**config.mk**
```make
export PLATFORM = sky130hd
export DESIGN_NAME = lif_sqrt
export DESIGN_NICKNAME = d
export VERILOG_FILES = /design/src/rtl/lif_pkg.sv /design/src/rtl/lif_sqrt.sv
export SDC_FILE = /design/constraint.sdc
export NUM_CORES = 2
export LEC_CHECK = 0
export ABC_AREA = 1
export BUFFER_PORTS_ARGS = -buffer_cell sky130_fd_sc_hd__buf_2
export CAP_MARGIN = 40
export CORE_UTILIZATION = 46
export CTS_CLUSTER_DIAMETER = 200
export DETAILED_ROUTE_END_ITERATION = 8
export GPL_ROUTABILITY_DRIVEN = 1
export MAX_ROUTING_LAYER = met4
export PLACE_DENSITY = 0.61
export REMOVE_ABC_BUFFERS = 1
export SYNTH_ARGS = -nofsm -noshare
export SYNTH_HDL_FRONTEND = slang
export SYNTH_SLANG_ARGS = --single-unit
```
**constraint.sdc**
```tcl
create_clock -name clk -period 8.8 [get_ports clk]
set_input_delay 0.88 -clock clk [delete_from_list [all_inputs] [get_ports clk]]
set_output_delay 0.88 -clock clk [all_outputs]
set_load 0.005 [all_outputs]
```
**src/rtl/lif_pkg.sv**
```systemverilog
// shared types and constants for the light influence falloff pipeline
package lif_pkg;

	typedef enum logic [1:0] {
		LT_POINT   = 2'd0,
		LT_SPOT    = 2'd1,
		LT_DIR     = 2'd2,
		LT_UNKNOWN = 2'd3
	} light_kind_t;

	// register indexes, one 64-bit register every 8 bytes
	localparam logic [2:0] REG_TYPE   = 3'd0;
	localparam logic [2:0] REG_POS    = 3'd1;
	localparam logic [2:0] REG_FACING = 3'd2;
	localparam logic [2:0] REG_NEAR_R = 3'd3;
	localparam logic [2:0] REG_CUT_R  = 3'd4;
	localparam logic [2:0] REG_NEAR_H = 3'd5;
	localparam logic [2:0] REG_CUT_H  = 3'd6;

	localparam logic [15:0] INFL_FULL   = 16'd32768;
	localparam logic [31:0] PROD_HALF   = 32'd16384;
	localparam int          RAMP_QBITS  = 16;
	localparam logic [47:0] FACING_RST  = 48'd16384;

endpackage

```
**src/rtl/lif_sqrt.sv**
```systemverilog
// pipelined square root, one root bit per stage, rounded to nearest
module lif_sqrt import lif_pkg::*; #(
	parameter int ROOT_W = 22,
	parameter int SIDE_W = 27
) (
	input  logic                clk,
	input  logic                arst_n,
	input  logic                in_valid,
	output logic                in_ready,
	input  logic [2*ROOT_W-1:0] in_rad,
	input  logic [SIDE_W-1:0]   in_side,
	output logic                out_valid,
	input  logic                out_ready,
	output logic [ROOT_W:0]     out_root,
	output logic [SIDE_W-1:0]   out_side
);

	localparam int NS = ROOT_W + 1;
	localparam int RW = ROOT_W + 3;

	logic [NS-1:0] v_s;
	logic [NS-1:0] en;

	logic [RW-1:0]       rem_s  [ROOT_W];
	logic [ROOT_W-1:0]   root_s [ROOT_W];
	logic [2*ROOT_W-1:0] rad_s  [ROOT_W];
	logic [SIDE_W-1:0]   side_s [ROOT_W];
	logic [ROOT_W:0]     res_sr;
	logic [SIDE_W-1:0]   side_sr;

	always_comb begin
		en[NS-1] = !v_s[NS-1] || out_ready;
		for (int k = NS-2; k >= 0; k--) begin
			en[k] = !v_s[k] || en[k+1];
		end
	end

	assign in_ready = en[0];

	always_ff @(posedge clk or negedge arst_n) begin
		if (!arst_n) begin
			v_s <= '0;
		end else begin
			if (en[0]) v_s[0] <= in_valid;
			for (int k = 1; k < NS; k++) begin
				if (en[k]) v_s[k] <= v_s[k-1];
			end
		end
	end

	always_ff @(posedge clk) begin
		for (int k = 0; k < ROOT_W; k++) begin
			if (en[k]) begin
				logic [RW-1:0]       r;
				logic [ROOT_W-1:0]   q;
				logic [2*ROOT_W-1:0] s;
				logic [RW-1:0]       t;
				if (k == 0) begin
					r = '0;
					q = '0;
					s = in_rad;
					side_s[k] <= in_side;
				end else begin
					r = rem_s[k-1];
					q = root_s[k-1];
					s = rad_s[k-1];
					side_s[k] <= side_s[k-1];
				end
				// bring down the next two radicand bits and try a one
				r = {r[RW-3:0], s[2*ROOT_W-1 -: 2]};
				t = {1'b0, q, 2'b01};
				if (r >= t) begin
					rem_s[k] <= r - t;
					root_s[k] <= {q[ROOT_W-2:0], 1'b1};
				end else begin
					rem_s[k] <= r;
					root_s[k] <= {q[ROOT_W-2:0], 1'b0};
				end
				rad_s[k] <= s << 2;
			end
		end
		// round up when the remainder is past the root
		if (en[NS-1]) begin
			res_sr <= (ROOT_W+1)'(root_s[ROOT_W-1]) +
				(ROOT_W+1)'(rem_s[ROOT_W-1] > RW'(root_s[ROOT_W-1]));
			side_sr <= side_s[ROOT_W-1];
		end
	end

	assign out_valid = v_s[NS-1];
	assign out_root = res_sr;
	assign out_side = side_sr;

endmodule

```
==> results by group <==
STA
  • Fin crit period: between 5000 and 6000 ps
  • Worst slew margin: around 37%
  • Hold WS: between 60 and 70 ps
  • FMAX: between 150 and 200 MHz
  • Final Hold Fails: 0
  • Max-slew violations: 0
  • Final setup violation count: 0
  • Unrepaired setup endpoints after global routing: false
  • Worst Tran Pin Value: roughly 940 ps
  • Clock Skew: 54.1 ps
  • Final period util: 62.3%

Pwr
  • Leakage power: about 35 nW
  • Power Density: 320 mW/mm²
  • Peak supply drop: between 0.15 and 0.2 mV
  • Total power: about 28 mW

Detailed routing
  • Initial DRT Pass Iterations: 5
  • DR WL/cell: 17.8 µm
  • DR vias: ~44000
  • Initial drt markers: ~2600
  • Post-route ant nets: 0
  • # DRC: 0
  • Vias per cell: roughly 5.0
  • Final WL: around 150000 µm

Layout
  • Share of cells above drive strength 1: under 10%
  • Antenna Cells: 0
  • Filler Cell Count: roughly 14000
  • End-of-flow core utilization: approximately 52%
  • Area grow syn2layout: 13.0%
  • Register area: ~0.056 mm²
  • Most common cell after layout, fill and taps aside: edfxtp_1
  • Most frequent cells in the layout: edfxtp_1, nand2_1, inv_1, nor2_1, a21oi_1
  • Nets: roughly 6700
  • Multi-input logic area: 0.0198 mm²
  • Finished Layout Cells: 8676

Yosys
  • Register area share after synthesis: roughly 70%
  • Syn avg cell area: 13.1 µm²
  • Mapped cell area: approximately 0.078 mm²
  • Post-synth cell types: 66
  • Mapped Cells: between 5000 and 6000
  • Asr flop ratio synth: around 1.2%
  • Post-synth EDFFs: roughly 1800
  • Synth Flop Type: edfxtp_1
  • Largest cells by area after synthesis: edfxtp_1, ha_1, nand2_1
  • Syn. warnings: 0
  • Yosys top cell by area: edfxtp_1
  • Yosys top cell area share: 70.3%
  • Synthesized flop and latch total: between 1500 and 2000

Clock tree
  • Cts bufs inserted: 192
  • H-tree Lvls: 4
  • CTS tree: yes
  • Setup Buffers After CTS: 0
  • CTS sink count: 1861
  • CTS root buffer: clkbuf_16
  • Clock Latency Late Sink: 840 ps
  • Hold buffer count at CTS: 0
  • Post-CTS sizing: 0
  • Clock buffer depth: 3
  • Reg clk slew, reported paths: roughly 60 ps

Setup path
  • Critical Path RT: slightly below 8000 ps
  • Highest-delay cell along the critical path: nand4_4
  • Critical Path AT: approximately 4600 ps
  • Buf/Inv on CP: 5
  • Reg-to-reg startpoint: v_s[22]$_DFFE_PN0P_
  • Path length in cells of the critical path: 16
  • Kind of start point of the critical path: input port
  • CP endpoint kind: primary output
  • Reg-to-reg endpoint: rem_s[0][51]$_DFFE_PP_
  • Max FO, Critical Path: 39
  • Critical path class: in -> out
  • Family with the most delay on the worst path: simple AND/OR/NAND/NOR gates
  • Critical-path cell list: buf_2 > inv_1 > nand4_4 > nor2_4 > nand4_2 > nor2_4 > nand4_4 > buf_12 > nor2_4 > nand4_4 > nor2_4 > nand4_4 > nor2_4 > nand4_4 > buf_12 > buf_2
  • Worst setup startpoint: out_ready
  • Max incr delay on CP: roughly 610 ps
  • Worst R2R Path Depth: 17
  • Reg2Reg Setup Slack: around 3700 ps
  • Worst setup endpoint: in_ready

Die
  • DIE AREA: between 0.15 and 0.2 mm²
  • Die Y: slightly above 400 µm
  • CORE AREA: approximately 0.17 mm²
  • # rows: about 150
  • Starting Density: between 40 and 50%
  • Die width: 415 µm
  • Io pins: between 100 and 150

Placement
  • Cells after DPL: just over 8000
  • DP Wirelength: approximately 110000 µm
  • GP Congestion: ~0.9
  • Port bufs: about 130

Status
  • Status: finished clean

Global routing
  • Vias in the first global route: roughly 44000
  • Largest net degree at the start of global routing: 70
  • Grt ovf: 0
  • Initial antenna violation count: 0
  • First-pass GRT wire length: between 200000 and 250000 µm
  • Overall Global Routing Usage: a little under a fifth

Hold path
  • Hold crit path type: in -> async

Flow run
  • Maxcap violations: 0
[layout make-up]
class / count / share of cell area (%)
sequential: 1861 / 62.9
inverter: 723 / 3.06
timing repair buffer: 172 / 1.28
clock buffer: 227 / 5.63
tap: 2218 / 3.13
clock inverter: 131 / 1.67
multi-input combinational: 3344 / 22.3
[synth_stat cells, types with 4 or more instances]
master and instances:
edfxtp_1 1837, nand2_1 839, inv_1 714, nor2_1 477
a21oi_1 385, o21ai_0 334, ha_1 303, xor2_1 204
xnor2_1 177, nand3_1 154, nor3_1 72, nand4_1 61
or2_2 51, nor4_1 49, clkbuf_1 43, a31oi_1 23
dfrtp_1 23, a21o_1 21, o21ai_1 19, o2111ai_1 15
buf_2 14, a211oi_1 13, o21bai_1 12, nand2_2 11
a21boi_0 9, o211ai_1 9, a21oi_2 8, inv_2 8
o21a_1 8, nand3b_1 7, nor2_4 7, a2111oi_0 6
a311oi_1 5, nor2_2 5, nor3b_1 5, a221oi_1 4
and3_1 4, nand4_4 4, o31ai_1 4
[cell families after synthesis]
logic type | count (synthesis) | share of synthesized area, %
mux | 1 | 0.0144
compound gates | 892 | 6.24
flops | 1861 | 71.1
xor+xnor | 381 | 4.26
simple gates | 1767 | 9.75
buf+inv | 785 | 3.81
fa+ha+maj | 303 | 4.83
[registers in the layout, indices dropped and copies added, names as in the netlist]
name,count
out_root,23
out_side,27
rad_s,462
rem_s,479
root_s,253
side_s,594
v_s,23
[power by group]
| part | internal (mW) | leakage, nW | switching (mW) |
|---|---|---|---|
| combinational | 2.29 | 13.4 | 3.89 |
| clock | 4.69 | 3.12 | 3.41 |
| sequential | 12.7 | 18.9 | 1.34 |
| total | 19.7 | 35.4 | 8.64 |
[layer usage]
layer / part of all wire, % / vias up / global-route usage [%]
met5: 0 / - / -
met4: 2.4 / 0 / 5.29
met3: 3.9 / 225 / 2.95
met2: 50 / 787 / 31.8
met1: 43 / 20859 / 22.9
li1: - / 21802 / -
[per-stage QoR]
step	setup slack (ps)	TNS (ps)	cell area [µm²]
5_1_grt	2940	0	88600
3_3_place_gp	2040	0	81900
2_1_floorplan	-1700	-505620	78100
6_report	3320	0	88600
3_5_place_dp	2570	0	82200
4_1_cts	3120	0	88600
[how the worst min path moves through the flow]
stage                                  start                        to  slack, ps  cells after the start
detailed placement   side_s[21][5]$_DFFE_PP_     out_side[5]$_DFFE_PP_        400                      0
global placement    side_s[14][13]$_DFFE_PP_  side_s[15][13]$_DFFE_PP_        400                      0
finish                                arst_n        v_s[0]$_DFFE_PN0P_         70                      1
floorplan            side_s[21][0]$_DFFE_PP_     out_side[0]$_DFFE_PP_        400                      0
CTS                                   arst_n        v_s[0]$_DFFE_PN0P_         20                      1
global route                          arst_n        v_s[0]$_DFFE_PN0P_         60                      1
(Power assumes the default switching activity.)
